## src/sv/bba_pkg.sv

```systemverilog
// ----------------------------------------------------------------------------
// Bitmap block allocator package
// Shared widths, map and status codes, controller states and the command and
// status bundles that pass between the controller and the datapath.
// ----------------------------------------------------------------------------
`default_nettype none

package bba_pkg;

  localparam int unsigned CNT_W  = 9;
  localparam int unsigned LEN_W  = 9;
  localparam int unsigned HINT_W = 8;
  localparam int unsigned STAT_W = 3;
  localparam int unsigned IDX_W  = 8;
  localparam int unsigned MAP_W  = 2;

  localparam logic [CNT_W-1:0] COUNT_RESET = 9'd256;

  localparam logic [MAP_W-1:0] BLK_FREE  = 2'd0;
  localparam logic [MAP_W-1:0] BLK_START = 2'd1;
  localparam logic [MAP_W-1:0] BLK_USED  = 2'd2;

  localparam logic OP_ALLOC   = 1'b0;
  localparam logic OP_DEALLOC = 1'b1;

  typedef enum logic [STAT_W-1:0] {
    ST_OK       = 3'd0,
    ST_NOSPACE  = 3'd1,
    ST_ZEROLEN  = 3'd2,
    ST_NOTSTART = 3'd3,
    ST_RANGE    = 3'd4
  } status_e;

  typedef enum logic [2:0] {
    S_CLEAR,
    S_IDLE,
    S_CHECK,
    S_SCAN1,
    S_SCAN2,
    S_WALK,
    S_FILL,
    S_RESP
  } state_e;

  typedef struct packed {
    logic    clr_init;
    logic    clr_step;
    logic    accept;
    logic    pass1;
    logic    pass2;
    logic    walk_init;
    logic    step;
    logic    fill_init;
    logic    fill_step;
    logic    set_res;
    status_e res_status;
    logic    out_load;
  } cmd_t;

  typedef struct packed {
    logic clr_last;
    logic range_err;
    logic zero_len;
    logic too_long;
    logic is_dealloc;
    logic is_start;
    logic hit;
    logic scan_end;
    logic fill_last;
    logic out_free;
  } stat_t;

endpackage

`default_nettype wire

```

## src/sv/bba_ram.sv

```systemverilog
// ----------------------------------------------------------------------------
// Generic RAM
// One write port and one read port with registered read data.
// ----------------------------------------------------------------------------
`default_nettype none

module bba_ram #(
  parameter int unsigned WIDTH = 2,
  parameter int unsigned DEPTH = 256
) (
  input  wire                             clk_i,
  input  wire                             we_i,
  input  wire  [$clog2(DEPTH)-1:0]        waddr_i,
  input  wire  [WIDTH-1:0]                wdata_i,
  input  wire  [$clog2(DEPTH)-1:0]        raddr_i,
  output logic [WIDTH-1:0]                rdata_o
);

  logic [WIDTH-1:0] mem_q [DEPTH];

  always_ff @(posedge clk_i) begin
    if (we_i) begin
      mem_q[waddr_i] <= wdata_i;
    end
    rdata_o <= mem_q[raddr_i];
  end

endmodule

`default_nettype wire

```

## src/sv/bba_ctrl.sv

```systemverilog
// ----------------------------------------------------------------------------
// Bitmap block allocator controller
// Sequences the clearing pass, request checks, the two scan passes, the run
// fill, the release walk and the hand-off of each result.
// ----------------------------------------------------------------------------
`default_nettype none

module bba_ctrl (
  input  wire                  clk_i,
  input  wire                  rst_ni,
  input  wire                  cfg_we_i,
  input  wire                  in_valid_i,
  output logic                 in_ready_o,
  input  bba_pkg::stat_t       stat_i,
  output bba_pkg::cmd_t        cmd_o
);

  bba_pkg::state_e state_q, state_d;

  always_ff @(posedge clk_i or negedge rst_ni) begin
    if (!rst_ni) begin
      state_q <= bba_pkg::S_CLEAR;
    end else begin
      state_q <= state_d;
    end
  end

  assign in_ready_o = (state_q == bba_pkg::S_IDLE) && !cfg_we_i;

  always_comb begin
    state_d = state_q;
    if (cfg_we_i) begin
      state_d = bba_pkg::S_CLEAR;
    end else begin
      unique case (state_q)
        bba_pkg::S_CLEAR: begin
          if (stat_i.clr_last) state_d = bba_pkg::S_IDLE;
        end
        bba_pkg::S_IDLE: begin
          if (in_valid_i) state_d = bba_pkg::S_CHECK;
        end
        bba_pkg::S_CHECK: begin
          priority if (stat_i.range_err) begin
            state_d = bba_pkg::S_RESP;
          end else if (stat_i.is_dealloc) begin
            state_d = stat_i.is_start ? bba_pkg::S_WALK : bba_pkg::S_RESP;
          end else if (stat_i.zero_len || stat_i.too_long) begin
            state_d = bba_pkg::S_RESP;
          end else begin
            state_d = bba_pkg::S_SCAN1;
          end
        end
        bba_pkg::S_SCAN1: begin
          priority if (stat_i.hit) state_d = bba_pkg::S_FILL;
          else if (stat_i.scan_end) state_d = bba_pkg::S_SCAN2;
        end
        bba_pkg::S_SCAN2: begin
          priority if (stat_i.hit) state_d = bba_pkg::S_FILL;
          else if (stat_i.scan_end) state_d = bba_pkg::S_RESP;
        end
        bba_pkg::S_WALK: begin
          if (stat_i.scan_end) state_d = bba_pkg::S_RESP;
        end
        bba_pkg::S_FILL: begin
          if (stat_i.fill_last) state_d = bba_pkg::S_RESP;
        end
        bba_pkg::S_RESP: begin
          if (stat_i.out_free) state_d = bba_pkg::S_IDLE;
        end
        default: state_d = bba_pkg::S_CLEAR;
      endcase
    end
  end

  always_comb begin
    cmd_o            = '0;
    cmd_o.res_status = bba_pkg::ST_OK;
    cmd_o.clr_init   = cfg_we_i;
    unique case (state_q)
      bba_pkg::S_CLEAR: begin
        cmd_o.clr_step = 1'b1;
      end
      bba_pkg::S_IDLE: begin
        cmd_o.accept = in_valid_i && !cfg_we_i;
      end
      bba_pkg::S_CHECK: begin
        priority if (stat_i.range_err) begin
          cmd_o.set_res    = 1'b1;
          cmd_o.res_status = bba_pkg::ST_RANGE;
        end else if (stat_i.is_dealloc) begin
          if (stat_i.is_start) begin
            cmd_o.walk_init = 1'b1;
          end else begin
            cmd_o.set_res    = 1'b1;
            cmd_o.res_status = bba_pkg::ST_NOTSTART;
          end
        end else if (stat_i.zero_len) begin
          cmd_o.set_res    = 1'b1;
          cmd_o.res_status = bba_pkg::ST_ZEROLEN;
        end else if (stat_i.too_long) begin
          cmd_o.set_res    = 1'b1;
          cmd_o.res_status = bba_pkg::ST_NOSPACE;
        end else begin
          cmd_o.pass1 = 1'b1;
        end
      end
      bba_pkg::S_SCAN1: begin
        cmd_o.step = 1'b1;
        priority if (stat_i.hit) cmd_o.fill_init = 1'b1;
        else if (stat_i.scan_end) cmd_o.pass2 = 1'b1;
      end
      bba_pkg::S_SCAN2: begin
        cmd_o.step = 1'b1;
        priority if (stat_i.hit) begin
          cmd_o.fill_init = 1'b1;
        end else if (stat_i.scan_end) begin
          cmd_o.set_res    = 1'b1;
          cmd_o.res_status = bba_pkg::ST_NOSPACE;
        end
      end
      bba_pkg::S_WALK: begin
        cmd_o.step = 1'b1;
        if (stat_i.scan_end) begin
          cmd_o.set_res    = 1'b1;
          cmd_o.res_status = bba_pkg::ST_OK;
        end
      end
      bba_pkg::S_FILL: begin
        cmd_o.fill_step = 1'b1;
        if (stat_i.fill_last) begin
          cmd_o.set_res    = 1'b1;
          cmd_o.res_status = bba_pkg::ST_OK;
        end
      end
      bba_pkg::S_RESP: begin
        cmd_o.out_load = stat_i.out_free;
      end
      default: cmd_o.clr_init = 1'b1;
    endcase
  end

endmodule

`default_nettype wire

```

## src/sv/bba_dp.sv

```systemverilog
// ----------------------------------------------------------------------------
// Bitmap block allocator datapath
// Holds the block count, the request, the scan pointers and the result
// register, and drives the block map RAM.
// ----------------------------------------------------------------------------
`default_nettype none

module bba_dp #(
  parameter int unsigned NUM_BLOCKS = 256
) (
  input  wire                              clk_i,
  input  wire                              rst_ni,
  input  wire                              cfg_we_i,
  input  wire  [bba_pkg::CNT_W-1:0]        cfg_count_i,
  input  wire                              op_i,
  input  wire  [bba_pkg::LEN_W-1:0]        length_i,
  input  wire  [bba_pkg::HINT_W-1:0]       start_block_i,
  input  bba_pkg::cmd_t                    cmd_i,
  output bba_pkg::stat_t                   stat_o,
  input  wire                              out_ready_i,
  output logic                             out_valid_o,
  output logic [bba_pkg::STAT_W-1:0]       status_o,
  output logic [bba_pkg::IDX_W-1:0]        block_index_o
);

  localparam int unsigned AW = $clog2(NUM_BLOCKS);
  localparam int unsigned CW = bba_pkg::CNT_W;

  logic [AW-1:0]                  clr_addr_q, clr_addr_d;
  logic [CW-1:0]                  count_q, count_d;
  logic                           pend_q, pend_d;
  logic                           out_valid_q, out_valid_d;

  logic                           op_q, op_d;
  logic [bba_pkg::LEN_W-1:0]      len_q, len_d;
  logic [bba_pkg::HINT_W-1:0]     hint_q, hint_d;
  logic [CW-1:0]                  begin_q, begin_d;
  logic [CW-1:0]                  pos_q, pos_d;
  logic [CW-1:0]                  ev_q, ev_d;
  logic [CW-1:0]                  hi_q, hi_d;
  logic [CW-1:0]                  run_q, run_d;
  logic [CW-1:0]                  base_q, base_d;
  logic [CW-1:0]                  end_q, end_d;
  logic [CW-1:0]                  fp_q, fp_d;
  bba_pkg::status_e               res_status_q, res_status_d;
  logic [bba_pkg::IDX_W-1:0]      res_index_q, res_index_d;
  bba_pkg::status_e               out_status_q, out_status_d;
  logic [bba_pkg::IDX_W-1:0]      out_index_q, out_index_d;

  logic                           ram_we;
  logic [AW-1:0]                  ram_waddr;
  logic [bba_pkg::MAP_W-1:0]      ram_wdata;
  logic [AW-1:0]                  ram_raddr;
  logic [bba_pkg::MAP_W-1:0]      ram_rdata;

  logic [CW-1:0]                  cnt_eff;
  logic [CW-1:0]                  hint_ext;
  logic [CW-1:0]                  run_inc;
  logic [CW-1:0]                  begin_new;
  logic [CW-1:0]                  base_new;
  logic                           issue;
  logic                           rd_free;
  logic                           rd_used;

  bba_ram #(
    .WIDTH (bba_pkg::MAP_W),
    .DEPTH (NUM_BLOCKS)
  ) u_map (
    .clk_i   (clk_i),
    .we_i    (ram_we),
    .waddr_i (ram_waddr),
    .wdata_i (ram_wdata),
    .raddr_i (ram_raddr),
    .rdata_o (ram_rdata)
  );

  assign cnt_eff   = (32'(count_q) > NUM_BLOCKS) ? CW'(NUM_BLOCKS) : count_q;
  assign hint_ext  = CW'(hint_q);
  assign run_inc   = run_q + CW'(1);
  assign issue     = pos_q < hi_q;
  assign rd_free   = pend_q && (ram_rdata == bba_pkg::BLK_FREE);
  assign rd_used   = pend_q && (ram_rdata == bba_pkg::BLK_USED);
  assign begin_new = ((hint_q != '0) && (ram_rdata == bba_pkg::BLK_FREE)) ? '0 : hint_ext;
  assign base_new  = ev_q + CW'(1) - len_q;

  always_comb begin
    stat_o.clr_last   = clr_addr_q == AW'(NUM_BLOCKS - 1);
    stat_o.range_err  = hint_ext >= cnt_eff;
    stat_o.zero_len   = len_q == '0;
    stat_o.too_long   = len_q > cnt_eff;
    stat_o.is_dealloc = op_q == bba_pkg::OP_DEALLOC;
    stat_o.is_start   = ram_rdata == bba_pkg::BLK_START;
    stat_o.hit        = (op_q == bba_pkg::OP_ALLOC) && rd_free && (run_inc == len_q);
    stat_o.scan_end   = (ev_q >= hi_q) ||
                        ((op_q == bba_pkg::OP_DEALLOC) && pend_q &&
                         (ram_rdata != bba_pkg::BLK_USED));
    stat_o.fill_last  = fp_q == end_q;
    stat_o.out_free   = !out_valid_q || out_ready_i;
  end

  always_comb begin
    ram_we    = 1'b0;
    ram_waddr = clr_addr_q;
    ram_wdata = bba_pkg::BLK_FREE;
    priority if (cmd_i.clr_step) begin
      ram_we    = 1'b1;
      ram_waddr = clr_addr_q;
    end else if (cmd_i.walk_init) begin
      ram_we    = 1'b1;
      ram_waddr = AW'(hint_q);
    end else if (cmd_i.step && (op_q == bba_pkg::OP_DEALLOC) && rd_used) begin
      ram_we    = 1'b1;
      ram_waddr = AW'(ev_q);
    end else if (cmd_i.fill_step) begin
      ram_we    = 1'b1;
      ram_waddr = AW'(fp_q);
      ram_wdata = (fp_q == base_q) ? bba_pkg::BLK_START : bba_pkg::BLK_USED;
    end
  end

  always_comb begin
    if (cmd_i.accept) begin
      ram_raddr = (op_i == bba_pkg::OP_DEALLOC) ? AW'(start_block_i)
                                                 : AW'(start_block_i - bba_pkg::HINT_W'(1));
    end else begin
      ram_raddr = AW'(pos_q);
    end
  end

  always_comb begin
    clr_addr_d   = clr_addr_q;
    count_d      = count_q;
    pend_d       = pend_q;
    out_valid_d  = out_valid_q;
    op_d         = op_q;
    len_d        = len_q;
    hint_d       = hint_q;
    begin_d      = begin_q;
    pos_d        = pos_q;
    ev_d         = ev_q;
    hi_d         = hi_q;
    run_d        = run_q;
    base_d       = base_q;
    end_d        = end_q;
    fp_d         = fp_q;
    res_status_d = res_status_q;
    res_index_d  = res_index_q;
    out_status_d = out_status_q;
    out_index_d  = out_index_q;

    if (cfg_we_i) begin
      count_d = cfg_count_i;
    end
    if (cmd_i.clr_init) begin
      clr_addr_d = '0;
    end else if (cmd_i.clr_step) begin
      clr_addr_d = clr_addr_q + AW'(1);
    end

    if (cmd_i.accept) begin
      op_d   = op_i;
      len_d  = length_i;
      hint_d = start_block_i;
    end

    if (cmd_i.pass1) begin
      begin_d = begin_new;
      pos_d   = begin_new;
      ev_d    = begin_new;
      hi_d    = cnt_eff;
      run_d   = '0;
      pend_d  = 1'b0;
    end else if (cmd_i.pass2) begin
      pos_d  = '0;
      ev_d   = '0;
      hi_d   = begin_q;
      run_d  = '0;
      pend_d = 1'b0;
    end else if (cmd_i.walk_init) begin
      pos_d  = hint_ext + CW'(1);
      ev_d   = hint_ext + CW'(1);
      hi_d   = cnt_eff;
      pend_d = 1'b0;
    end else if (cmd_i.step) begin
      pend_d = issue;
      if (issue) begin
        pos_d = pos_q + CW'(1);
      end
      if (op_q == bba_pkg::OP_ALLOC) begin
        if (pend_q) begin
          ev_d  = ev_q + CW'(1);
          run_d = rd_free ? run_inc : '0;
        end
      end else if (rd_used) begin
        ev_d = ev_q + CW'(1);
      end
    end

    if (cmd_i.fill_init) begin
      base_d = base_new;
      fp_d   = base_new;
      end_d  = ev_q;
    end else if (cmd_i.fill_step) begin
      fp_d = fp_q + CW'(1);
    end

    if (cmd_i.set_res) begin
      res_status_d = cmd_i.res_status;
      res_index_d  = ((cmd_i.res_status == bba_pkg::ST_OK) && (op_q == bba_pkg::OP_ALLOC))
                     ? base_q[bba_pkg::IDX_W-1:0] : '0;
    end

    if (cmd_i.out_load) begin
      out_valid_d  = 1'b1;
      out_status_d = res_status_q;
      out_index_d  = res_index_q;
    end else if (out_ready_i) begin
      out_valid_d = 1'b0;
    end
  end

  always_ff @(posedge clk_i or negedge rst_ni) begin
    if (!rst_ni) begin
      clr_addr_q  <= '0;
      count_q     <= bba_pkg::COUNT_RESET;
      pend_q      <= 1'b0;
      out_valid_q <= 1'b0;
    end else begin
      clr_addr_q  <= clr_addr_d;
      count_q     <= count_d;
      pend_q      <= pend_d;
      out_valid_q <= out_valid_d;
    end
  end

  always_ff @(posedge clk_i) begin
    op_q         <= op_d;
    len_q        <= len_d;
    hint_q       <= hint_d;
    begin_q      <= begin_d;
    pos_q        <= pos_d;
    ev_q         <= ev_d;
    hi_q         <= hi_d;
    run_q        <= run_d;
    base_q       <= base_d;
    end_q        <= end_d;
    fp_q         <= fp_d;
    res_status_q <= res_status_d;
    res_index_q  <= res_index_d;
    out_status_q <= out_status_d;
    out_index_q  <= out_index_d;
  end

  assign out_valid_o   = out_valid_q;
  assign status_o      = out_status_q;
  assign block_index_o = out_index_q;

endmodule

`default_nettype wire

```

## src/sv/bitmap_block_allocator.sv

```systemverilog
// ----------------------------------------------------------------------------
// Bitmap block allocator
// Next-fit allocator over a map of blocks kept in a single-port-read RAM.
// ----------------------------------------------------------------------------
// The block takes one request at a time. The map RAM is read one entry per
// cycle. An allocate checks the request, scans the map in up to two passes
// over the block count and then fills the run, writing one map entry per
// allocated block. A deallocate checks the start entry and walks the run,
// freeing each block. After reset and after every block_count write the map
// is cleared in a pass over all NUM_BLOCKS entries, during which no item is
// accepted. A finished result waits in an output register while the next
// item is taken.
`default_nettype none

module bitmap_block_allocator #(
  parameter int unsigned NUM_BLOCKS = 256
) (
  input  wire                              clk_i,
  input  wire                              rst_ni,
  input  wire                              block_count_we_i,
  input  wire  [bba_pkg::CNT_W-1:0]        block_count_i,
  input  wire                              in_valid_i,
  output logic                             in_ready_o,
  input  wire                              op_i,
  input  wire  [bba_pkg::LEN_W-1:0]        length_i,
  input  wire  [bba_pkg::HINT_W-1:0]       start_block_i,
  output logic                             out_valid_o,
  input  wire                              out_ready_i,
  output logic [bba_pkg::STAT_W-1:0]       status_o,
  output logic [bba_pkg::IDX_W-1:0]        block_index_o
);

  bba_pkg::cmd_t  cmd;
  bba_pkg::stat_t stat;

  bba_ctrl u_ctrl (
    .clk_i      (clk_i),
    .rst_ni     (rst_ni),
    .cfg_we_i   (block_count_we_i),
    .in_valid_i (in_valid_i),
    .in_ready_o (in_ready_o),
    .stat_i     (stat),
    .cmd_o      (cmd)
  );

  bba_dp #(
    .NUM_BLOCKS (NUM_BLOCKS)
  ) u_dp (
    .clk_i         (clk_i),
    .rst_ni        (rst_ni),
    .cfg_we_i      (block_count_we_i),
    .cfg_count_i   (block_count_i),
    .op_i          (op_i),
    .length_i      (length_i),
    .start_block_i (start_block_i),
    .cmd_i         (cmd),
    .stat_o        (stat),
    .out_ready_i   (out_ready_i),
    .out_valid_o   (out_valid_o),
    .status_o      (status_o),
    .block_index_o (block_index_o)
  );

`ifndef SYNTHESIS
  a_one_at_a_time: assert property (@(posedge clk_i) disable iff (!rst_ni)
    (in_valid_i && in_ready_o) |=> !in_ready_o)
    else $error("A new item was offered ready right after an accepted item.");

  a_clear_after_write: assert property (@(posedge clk_i) disable iff (!rst_ni)
    block_count_we_i |=> !in_ready_o)
    else $error("Items were accepted while the map clear was pending.");

  a_index_zero_on_error: assert property (@(posedge clk_i) disable iff (!rst_ni)
    (out_valid_o && (status_o != bba_pkg::ST_OK)) |-> (block_index_o == '0))
    else $error("An error result carried a nonzero block index.");
`endif

endmodule

`default_nettype wire
```

## config.mk

```make
export PLATFORM = sky130hd
export DESIGN_NAME = bitmap_block_allocator
export DESIGN_NICKNAME = d
export VERILOG_FILES = /design/src/sv/bba_pkg.sv /design/src/sv/bba_ram.sv /design/src/sv/bba_ctrl.sv /design/src/sv/bba_dp.sv /design/src/sv/bitmap_block_allocator.sv
export SDC_FILE = /design/constraint.sdc
export NUM_CORES = 1
export LEC_CHECK = 0
export BUFFER_PORTS_ARGS = -buffer_cell sky130_fd_sc_hd__buf_2
export CORE_MARGIN = 5
export CORE_UTILIZATION = 50
export DETAILED_ROUTE_END_ITERATION = 6
export PLACE_DENSITY = 0.68
export SLEW_MARGIN = 20
export SYNTH_ARGS = -nofsm -noshare
export SYNTH_HDL_FRONTEND = slang
export SYNTH_SLANG_ARGS = --single-unit
```

## constraint.sdc

```tcl
create_clock -name clk_i -period 18.35 [get_ports clk_i]
set_input_delay 0.9175 -clock clk_i [delete_from_list [all_inputs] [get_ports clk_i]]
set_output_delay 0.9175 -clock clk_i [all_outputs]
set_load 0.02 [all_outputs]
```

==> results of run 1 <==
## final timing paths
path | endpoint | depth (start not counted)
min in group clk_i | u_dp.status_o[0] | 0
hold / removal | u_dp.count_q[2] | 1
setup / recovery | u_dp.u_map.mem_q[180][1] | 11
setup reg to reg | u_dp.u_map.mem_q[180][1] | 11
max in group asynchronous | u_dp.count_q[8] | 1
hold reg to reg | u_dp.status_o[0] | 0
## state kept, by name, indices dropped and copies added (netlist names), 8 cells and up
signal	flops
u_dp.end_q	9
u_dp.begin_q	8
u_dp.hint_q	8
u_dp.run_q	9
u_dp.fp_q	9
u_dp.ev_q	9
u_dp.clr_addr_q	8
u_dp.pos_q	9
u_dp.block_index_o	8
u_dp.len_q	9
u_dp.hi_q	9
u_dp.base_q	9
u_dp.u_map.mem_q	512
u_dp.res_index_q	8
u_dp.count_q	9
## cell type report
class / count / area (um^2)
fillers: 4709 / 26200
flip-flops and latches: 647 / 19200
multi-input cells: 1490 / 9640
clock buffers: 95 / 1820
well taps: 773 / 967
repair buffers: 73 / 458
clock inverters: 25 / 279
inverters: 39 / 148
diodes: 1 / 2.50
## worst max-delay path, stage by stage (launching register included)
cell	delay (ps)
dfrtp_1	350
nor2b_1	420
ha_1	320
nand2b_1	140
a21o_1	180
a21o_1	210
a211oi_2	290
o211a_1	470
nand2_2	450
mux2i_1	770
nand4_1	1110
nor2_1	550
## metal layers
layer	vias to the layer above	track usage (%)
met3	174	4.59
met5	-	0
met4	0	8.65
met1	9733	33.2
met2	994	37.7
li1	8664	-
## metrics by stage
step	utilization [%]	instance area (um^2)	std cells	power, W	worst slack, ps
final	55.4	32500	3143	0.00443	12720
after detailed placement	51.8	30400	3021	0.00312	12250
after global placement	51.8	30400	3020	0.00310	12480
after CTS	55.4	32500	3141	0.00442	12810
after floorplan	-	29500	2302	0.00271	1100
after global routing	55.4	32500	3142	0.00460	12510
## placed cells by master, fill, tap and decap left out, types with 11 or more instances in the layout
cell       synthesis  final
edfxtp_1         614    614
nor2_1           312    311
nand2_1          299    299
mux2i_1           90     90
nand3_1           88     88
a21oi_1           83     83
clkbuf_16          0     68
a32oi_1           58     58
o21ai_0           52     52
ha_1              50     50
nand4_1           46     46
buf_2             33     44
xor2_1            41     41
mux4_2            40     40
inv_1             38     38
xnor2_1           33     33
buf_4              9     26
clkbuf_1          64     25
nor3_1            29     24
mux2_2            22     22
dfrtp_1           21     21
nor4_1            19     18
a21o_1            17     17
nand2b_1          16     16
and2_1            15     15
o21bai_1          13     13
a22oi_1           12     12
nor2b_1           11     11
nor3_2             6     11
dfxtp_1           11     11
## cell families after synthesis
kind of cell / share of synthesized area (%)
DFF: 65.1
adders and majority gates: 2.19
muxes: 7.04
xor gates and xnor gates: 2.20
buffers and inverters: 2.54
and+or+nand+nor: 13.7
AOI/OAI and AO/OA: 7.18
## power groups by stage
stage,combinational (W),sequential (W),clock [W]
after CTS,0.00132,0.00177,0.00132
after global placement,0.00129,0.00180,0
after global routing,0.00143,0.00178,0.00139
after detailed placement,0.00132,0.00180,0
final,0.00135,0.00178,0.00131
after floorplan,0.000941,0.00177,0
==> metrics.cfg, run 1 <==
[sta]
skew_ps=24.7
max_slew_margin_pct=5.62
tightest_slew_ps=1420
holdWs_ps=279
finalCriticalPeriod_ps=5630
period_share_pct=30.7
slew_viol_final=0
fmax_mhz=177
hold_violations=0
rsz0062_at_grt=no
tns_ps=0
finalSetupViolCount=0

[clocking]
h-tree-depth=3
cts_buffer_depth=3
clock-sinks=647
cts_resized=0
tritoncts=built
insertion_delay_ps=620
root_buffer=clkbuf_16
holdBufCountCts=0
clk_pin_slew_ps=60
cts_setup_buffers=0
cts_buffers=67

[route]
first_pass_iters=6
first_iter_violations=2216
detail_route.wl_per_cell_um=24.6
met3_length_um=7190
postRouteAntennaNets=0
wl_met1_um=31500
highest_layer=met4
vias=19565
postRouteWirelength_um=77500
wl_met2_um=36000
routed_via_density=6.22
drcViolationCount=0

[layout]
drive_above_1_share_pct=11.3
final_net_count=2401
synthToLayoutAreaGrowth_pct=10.2

[synth]
syn_area_mm2=0.0295
synth.area.top_cells=edfxtp_1 (62%), nor2_1 (4.0%), nand2_1 (3.8%)
seq_area_frac_synth_pct=65.1
syn_avg_cell_area_um2=12.8
synth.most_common_cell=edfxtp_1
yosysWarnings=0
async_flop_share_pct=3.40
synth.distinct_cells=76
synthTopCellsByCount=edfxtp_1 (614), nor2_1 (312), nand2_1 (299)
synth_cells=2302
synth_ff_type=edfxtp_1
synth_top_area_cell=edfxtp_1
synth_top_area_share_pct=62.5
synth_edf_count=614
syn_nets=2385
yosys_register_bits=647

[global_routing]
antenna_found_initial=0
grt_max_degree=257
grt_use_total_pct=23.8
gr-total-overflow=0
grt_pass1_vias=19087
grt_pass1_wl_um=116000

[place]
io_buffer_count=44
dp_hpwl_um=50800
place.gp.congestion=0.924

[power_and_ir_drop]
power.share.clock_pct=29.5
power_frac_seq_pct=40.1
powerDensity_mw_per_mm2=136
p_leak_nw=10.6
p_sw_share_pct=34.8
p_comb_share_pct=30.4
p_int_w=0.00289
switching_power_w=0.00154
vdd_drop_max_v=0.0000828

[min_path]
hp-class=in -> async

[setup_path]
timing.critical_path.arrival_ps=5900
r2r_slack_ps=12720
cp_data_required_time_ps=18610
cp-start-kind=flip-flop
worstSetupPathType=reg -> reg
r2r_start=u_dp.count_q[0]
crit_fanout=24
worst_setup_path_startpoint=u_dp.count_q[0]
endpoint_kind=flip-flop

[die]
die_y_um=253
placementRows=89
initial_utilization_pct=50.3
core_area_mm2=0.0587
dieArea_mm2=0.0640
die_w_um=253
num_io_pins=45

[run]
drv_cap=0

[outcome]
status=finished, final reports clean

(Power assumes the default switching activity.)
==> inputs of run 2 (changes only) <==
--- a/config.mk
+++ b/config.mk
@@ -5,11 +5,12 @@
 export SDC_FILE = /design/constraint.sdc
 export NUM_CORES = 1
 export LEC_CHECK = 0
+export ABC_AREA = 1
 export BUFFER_PORTS_ARGS = -buffer_cell sky130_fd_sc_hd__buf_2
 export CORE_MARGIN = 5
 export CORE_UTILIZATION = 50
 export DETAILED_ROUTE_END_ITERATION = 6
-export PLACE_DENSITY = 0.68
+export PLACE_DENSITY = 0.66
 export SLEW_MARGIN = 20
 export SYNTH_ARGS = -nofsm -noshare
 export SYNTH_HDL_FRONTEND = slang
==> constraint.sdc (replaced) <==
create_clock -name clk_i -period 5.44 [get_ports clk_i]
set_input_delay 0.272 -clock clk_i [delete_from_list [all_inputs] [get_ports clk_i]]
set_output_delay 0.272 -clock clk_i [all_outputs]
set_load 0.02 [all_outputs]
==> run 2 against run 1 <==
Effect of this change: non-clock buffer count is 45 higher; synthesized area is 6.9% higher; total power grew to 3.2 times the previous value; combinational power grew to 3.0 times the previous value; fmax is 26% higher; largest cell class unchanged; worst setup slack worse by 12000 ps; critical endpoint is now u_dp.u_map.mem_q[215][1]; worst hold slack worse by 110 ps; flip-flop and latch count stayed put.
==> metrics.cfg, run 2 <==
[route]
first_pass_iters=5  ; -1
vias=22845  ; +17%
detail_route.wl_per_cell_um=18.4  ; -25%
postRouteWirelength_um=79100  ; +2.1%
first_iter_violations=2209  ; -0.32%
routed_via_density=5.31  ; -15%
drcViolationCount=0  ; unchanged
postRouteAntennaNets=0  ; unchanged

[layout]
synthToLayoutAreaGrowth_pct=11.4
fill_cells=5522  ; +17%
final_net_count=3485  ; +45%
multi_input_area_mm2=0.00976  ; +1.3%
diodes=0  ; -1
largest_reg_flops=512  ; unchanged
top_register=u_dp.u_map.mem_q
design_area_mm2=0.0351  ; +8.0%
drive_above_1_share_pct=7.32  ; -4.0 points
most-common-layout-cells=nand2_1 (806), edfxtp_1 (614), inv_1 (513)
final_common_cell=nand2_1
seqCellArea_mm2=0.0192  ; unchanged

[setup_path]
endpoint_kind=flip-flop
cp-start-kind=flip-flop
timing.critical_path.arrival_ps=4750  ; -1150 ps
cpMaxStageDelayCell=nand3_2
worstSetupPathType=reg -> reg
cp_data_required_time_ps=5720  ; -12,890 ps
cp_num_buf_inv=3  ; +3
cpPeakStageDelay_ps=480  ; -630 ps
cp_cell_sequence=inv_1 -> nand4_1 -> o21ai_0 -> nand2_1 -> ha_1 -> a21oi_1 -> nor2_1 -> a21oi_1 -> nand3_1 -> a31oi_4 -> nand3_4 -> inv_2 -> nand2_1 -> nand2_2 -> inv_2 -> nor2_4 -> nand3_2 -> nor2_1
crit_fanout=16  ; -33%
crit_family=simple AND/OR/NAND/NOR gates

[clocking]
h-tree-depth=3  ; unchanged
cts_resized=0  ; unchanged
cts_buffer_depth=3  ; unchanged
cts_buffers=69  ; +3.0%
insertion_delay_ps=610  ; about the same
cts_setup_buffers=0  ; unchanged
clock-sinks=647  ; unchanged
holdBufCountCts=29  ; +29
tritoncts=built
clk_pin_slew_ps=60  ; about the same
root_buffer=clkbuf_16

[global_routing]
antenna_found_initial=2  ; +2
grt_pass1_wl_um=123000  ; +5.4%
grt_use_total_pct=23.2  ; -0.60 points
grt_pass1_vias=21416  ; +12%
grt_max_degree=235  ; -8.6%
gr-total-overflow=0  ; unchanged

[synth]
async_flop_share_pct=3.40  ; unchanged
synthTopCellsByCount=nand2_1 (810), edfxtp_1 (614), inv_1 (513)
synth_ff_type=edfxtp_1
syn_area_mm2=0.0315  ; +6.9%
yosys_register_bits=647  ; unchanged
seq_area_frac_synth_pct=60.9  ; -4.2 points
synth.most_common_cell=nand2_1
yosysWarnings=0  ; unchanged
synth_edf_count=614  ; unchanged
syn_avg_cell_area_um2=9.36  ; -27%
synth.area.top_cells=edfxtp_1 (58%), nand2_1 (9.6%), nand3_1 (7.8%)
synth.distinct_cells=51  ; -33%
synth_top_area_share_pct=58.5  ; -4.0 points
syn_nets=3451  ; +45%
synth_top_area_cell=edfxtp_1
synth_cells=3368  ; +46%

[die]
dieArea_mm2=0.0682  ; +6.6%
die_y_um=261  ; +3.3%
initial_utilization_pct=50.3  ; about the same
placementRows=92  ; +3.4%
num_io_pins=45  ; unchanged
die_w_um=261  ; +3.3%
core_area_mm2=0.0627  ; +6.9%

[sta]
rsz0062_at_grt=no
fmax_mhz=224  ; +26%
tightest_slew_ps=1180  ; -231 ps
hold_violations=0  ; unchanged
finalCriticalPeriod_ps=4470  ; -1170 ps
finalSetupViolCount=0  ; unchanged
skew_ps=23.0  ; -1.70 ps
slew_viol_final=0  ; unchanged
period_share_pct=82.1  ; +51 points
max_slew_margin_pct=21.1  ; +15 points
holdWs_ps=169  ; -110 ps

[run]
drv_cap=0  ; unchanged

[place]
io_buffer_count=44  ; unchanged
dp_hpwl_um=49300  ; -2.8%
place.gp.congestion=0.894  ; -3.2%
postPlaceCellArea_mm2=0.0327  ; +7.5%

[power_and_ir_drop]
vdd_drop_max_v=0.000285  ; +240%
power_frac_seq_pct=40.5  ; +0.4 points
p_leak_nw=14.9  ; +41%
p_int_w=0.00939  ; +230%
powerDensity_mw_per_mm2=408  ; +200%
power.share.clock_pct=31.2  ; +1.7 points
p_sw_share_pct=34.4  ; -0.34 points
switching_power_w=0.00493  ; +220%
p_comb_share_pct=28.3  ; -2.1 points

[min_path]
hp-class=in -> reg

[outcome]
status=finished, final reports clean

-- run 2: cell count changes after synthesis, sizes merged, moves of 37 or more --
cell,before,now
mux4,40,0
nand2,301,824
o21ai,54,101
mux2i,92,3
a32oi,58,1
inv,38,526
clkbuf,64,101
nand3,88,498
nor2,312,366
-- run 2: through the flow --
step	cells	worst slack (ps)	TNS, ps	total power [W]	utilization, %
detailed placement	4148	994	0	0.00987	52.1
global placement	4148	1090	0	0.00985	52.1
CTS	4303	988	0	0.0144	56.0
global route	4303	601	0	0.0150	56.0
floorplan	3368	-996	-290990	0.00858	-
finish	4303	971	0	0.0143	56.0
-- run 2: cells by family (layout without fill, tap and decap cells) --
logic type | after synthesis | after routing | synth area share, %
AND/OR/NAND/NOR | 1743 | 1743 | 23.6
buffers and inverters | 682 | 771 | 8.36
flip-flops | 647 | 647 | 60.9
AO/OA/AOI/OAI | 189 | 189 | 3.48
XOR/XNOR | 53 | 53 | 1.47
adder cells (fa/ha/maj) | 51 | 51 | 2.05
multiplexers | 3 | 3 | 0.0952
-- run 2: path summary, 6_finish.rpt --
check                                     start                       end  slack [ps]  cells after the start
min reg2reg                u_dp.res_status_q[1]          u_dp.status_o[1]         420                      0
max in group asynchronous                rst_ni        u_dp.clr_addr_q[2]        4780                      2
max reg2reg                     u_dp.count_q[7]  u_dp.u_map.mem_q[215][1]         970                     18
max                             u_dp.count_q[7]  u_dp.u_map.mem_q[215][1]         970                     18
min in group asynchronous                rst_ni           u_dp.count_q[6]         240                      2
min                            block_count_we_i           u_dp.count_q[8]         170                      3
-- run 2: worst min-delay path, stage by stage --
cell and delay, ps:
buf_2 260, nand2_1 130, o21ai_0 70
-- run 2: layout make-up --
class	instances	share of cell area, %
Timing Repair Buffer	118	2.77
Multi-Input combinational cell	2039	27.8
Clock inverter	32	0.534
Inverter	527	5.64
Sequential cell	647	54.7
Clock buffer	94	5.57
Tap cell	846	3.01
-- run 2: layer usage --
metal  vias to the layer above  global-route usage (%)  part of all wire [%]
met5                         -                       0                     0
met1                     10799                    33.8                    44
met4                         0                    6.29                   2.1
met2                       839                    36.4                    46
met3                       108                    4.03                   8.4
li1                      11099                       -                     -
-- run 2: power groups by stage --
stage / sequential, W / clock (W) / combinational, W
after CTS: 0.00580 / 0.00455 / 0.00401
after floorplan: 0.00584 / 0 / 0.00274
after global placement: 0.00590 / 0 / 0.00395
after global routing: 0.00581 / 0.00476 / 0.00447
after detailed placement: 0.00590 / 0 / 0.00398
final: 0.00580 / 0.00447 / 0.00405
==> inputs of run 3 (changes only) <==
==> constraint.sdc (replaced) <==
create_clock -name clk_i -period 4.65 [get_ports clk_i]
set_input_delay 0.2325 -clock clk_i [delete_from_list [all_inputs] [get_ports clk_i]]
set_output_delay 0.2325 -clock clk_i [all_outputs]
set_load 0.02 [all_outputs]
==> run 3 against run 2 <==
Effect of this change: combinational power up 19%; cell count up 0.46%; total power up 19%; die area unchanged; critical endpoint is now u_dp.u_map.mem_q[68][1]; sequential power up 17%; critical path type unchanged.
==> metrics.cfg, run 3 (same netlist as run 2, synthesis figures left out) <==
[outcome]
status=finished, final reports clean

[sta]
holdWs_ps=144  ; -24.7 ps
slew_viol_final=0  ; unchanged
finalSetupViolCount=0  ; unchanged
hold_violations=0  ; unchanged
tightest_slew_ps=964  ; -220 ps
finalCriticalPeriod_ps=4180  ; -288 ps
fmax_mhz=239  ; +6.9%
skew_ps=31.5  ; +8.55 ps
max_slew_margin_pct=35.6  ; +15 points
fin_ws_ps=470  ; -502 ps
period_share_pct=89.9  ; +7.8 points
rsz0062_at_grt=no

[global_routing]
grt_pass1_vias=21661  ; +1.1%
grt_pass1_wl_um=123000  ; about the same
antenna_found_initial=1  ; -1
grt_max_degree=103  ; -56%
grt_use_total_pct=23.3  ; +0.13 points
gr-total-overflow=0  ; unchanged

[route]
drcViolationCount=0  ; unchanged
first_pass_iters=6  ; +1
vias=22897  ; +0.23%
routed_via_density=5.30  ; -0.24%
postRouteWirelength_um=79800  ; +0.83%
postRouteAntennaNets=0  ; unchanged
first_iter_violations=2082  ; -5.7%
detail_route.wl_per_cell_um=18.5  ; +0.36%

[die]
placementRows=92  ; unchanged
die_y_um=261  ; unchanged
core_area_mm2=0.0627  ; unchanged
initial_utilization_pct=50.3  ; unchanged
num_io_pins=45  ; unchanged
dieArea_mm2=0.0682  ; unchanged
die_w_um=261  ; unchanged

[clocking]
cts_buffer_depth=3  ; unchanged
tritoncts=built
root_buffer=clkbuf_16
cts_buffers=70  ; +1.4%
cts_setup_buffers=0  ; unchanged
h-tree-depth=3  ; unchanged
clock-sinks=647  ; unchanged
insertion_delay_ps=610  ; about the same
clk_pin_slew_ps=60  ; about the same

[setup_path]
cp_num_buf_inv=3  ; unchanged
cp_data_required_time_ps=4940  ; -780 ps
reg2regPathDepth=17  ; -1
cpPeakStageDelay_ps=390  ; -90 ps
crit_family=simple AND/OR/NAND/NOR gates
cpMaxStageDelayCell=nand3_1
timing.critical_path.arrival_ps=4470  ; -280 ps
worstSetupPathType=reg -> reg
cp_cell_sequence=inv_1 -> nand4_1 -> o21ai_1 -> nand2_1 -> ha_1 -> a21oi_1 -> nor2_1 -> a21oi_1 -> nand3_1 -> a31oi_4 -> nand3_4 -> o21ai_2 -> inv_2 -> nor2_4 -> nand3_1 -> buf_4 -> nor2_1
cp-start-kind=flip-flop
endpoint_kind=flip-flop
cp.depth=17  ; -1
crit_fanout=17  ; +1

[layout]
largest_reg_flops=512  ; unchanged
synthToLayoutAreaGrowth_pct=12.6
final_common_cell=nand2_1
drive_above_1_share_pct=8.08  ; +0.77 points
most-common-layout-cells=nand2_1 (806), edfxtp_1 (614), inv_1 (513)
final_net_count=3505  ; +0.57%
top_register=u_dp.u_map.mem_q
instances_no_fill=4323  ; +0.46%
design_area_mm2=0.0355  ; +1.0%
final_util_pct=56.6  ; +0.58 points

[place]
post-place-cells=4167  ; +0.46%
dp_hpwl_um=51100  ; +3.6%
io_buffer_count=44  ; unchanged
postPlaceCellArea_mm2=0.0330  ; +0.78%
dpl_worst_slack_ps=391  ; -603 ps
place.gp.congestion=0.904  ; +1.0%

[min_path]
hold_depth=4  ; +1
hp-class=in -> reg

[power_and_ir_drop]
vdd_drop_max_v=0.000487  ; +71%
p_leak_nw=15.0  ; +1.1%
powerDensity_mw_per_mm2=482  ; +18%

[run]
drv_cap=0  ; unchanged

run 3: power breakdown:
| part | switching, W | leakage [nW] | total, W | internal (W) |
|---|---|---|---|---|
| Combinational | 0.00344 | 8.87 | 0.00483 | 0.00140 |
| Clock | 0.00225 | 1.09 | 0.00549 | 0.00323 |
| Sequential | 0.000156 | 5.07 | 0.00678 | 0.00662 |
| Total | 0.00585 | 15.0 | 0.0171 | 0.0113 |
run 3: metal layers:
layer	track usage [%]	vias to the layer above	routed length (um)
li1	-	11133	-
met4	8.35	0	2730
met3	4.13	155	5960
met2	36.9	796	36500
met5	0	-	0
met1	32.8	10813	34500
run 3: path summary, 6_finish.rpt:
kind | slack [ps] | start | end
min | 140 | block_count_we_i | u_dp.count_q[8]
max in group asynchronous | 4060 | rst_ni | u_dp.clr_addr_q[2]
min in group asynchronous | 170 | rst_ni | u_dp.count_q[5]
min reg2reg | 420 | u_dp.res_index_q[4] | u_dp.block_index_o[4]
max reg2reg | 470 | u_dp.count_q[3] | u_dp.u_map.mem_q[68][1]
max | 470 | u_dp.count_q[3] | u_dp.u_map.mem_q[68][1]
run 3: layout make-up:
class | instances | area [um^2]
Fill cell | 5396 | 27200
Sequential cell | 647 | 19200
Clock inverter | 39 | 394
Antenna cell | 1 | 2.50
Multi-Input combinational cell | 2039 | 9760
Clock buffer | 87 | 1860
Timing Repair Buffer | 137 | 1230
Tap cell | 846 | 1060
Inverter | 527 | 1980
run 3: timing repair:
item                       4_1_cts  5_1_grt
setup endpoints to repair        0       26
hold endpoints to repair        50        0
hold buffers                    29        0
resized for setup                0        1
run 3: stage by stage:
step           TNS, ps  power, W
2_1_floorplan  -695470    0.0100
3_3_place_gp         0    0.0116
3_5_place_dp         0    0.0117
4_1_cts              0    0.0172
5_1_grt              0    0.0179
6_report             0    0.0171
run 3: worst register-to-register path, cell delays in order, from the launching register on:
cell	delay (ps)
dfrtp_1	370
inv_1	70
nand4_1	110
o21ai_1	280
nand2_1	160
ha_1	320
a21oi_1	150
nor2_1	50
a21oi_1	110
nand3_1	130
a31oi_4	290
nand3_4	280
o21ai_2	340
inv_2	110
nor2_4	200
nand3_1	400
buf_4	330
nor2_1	170
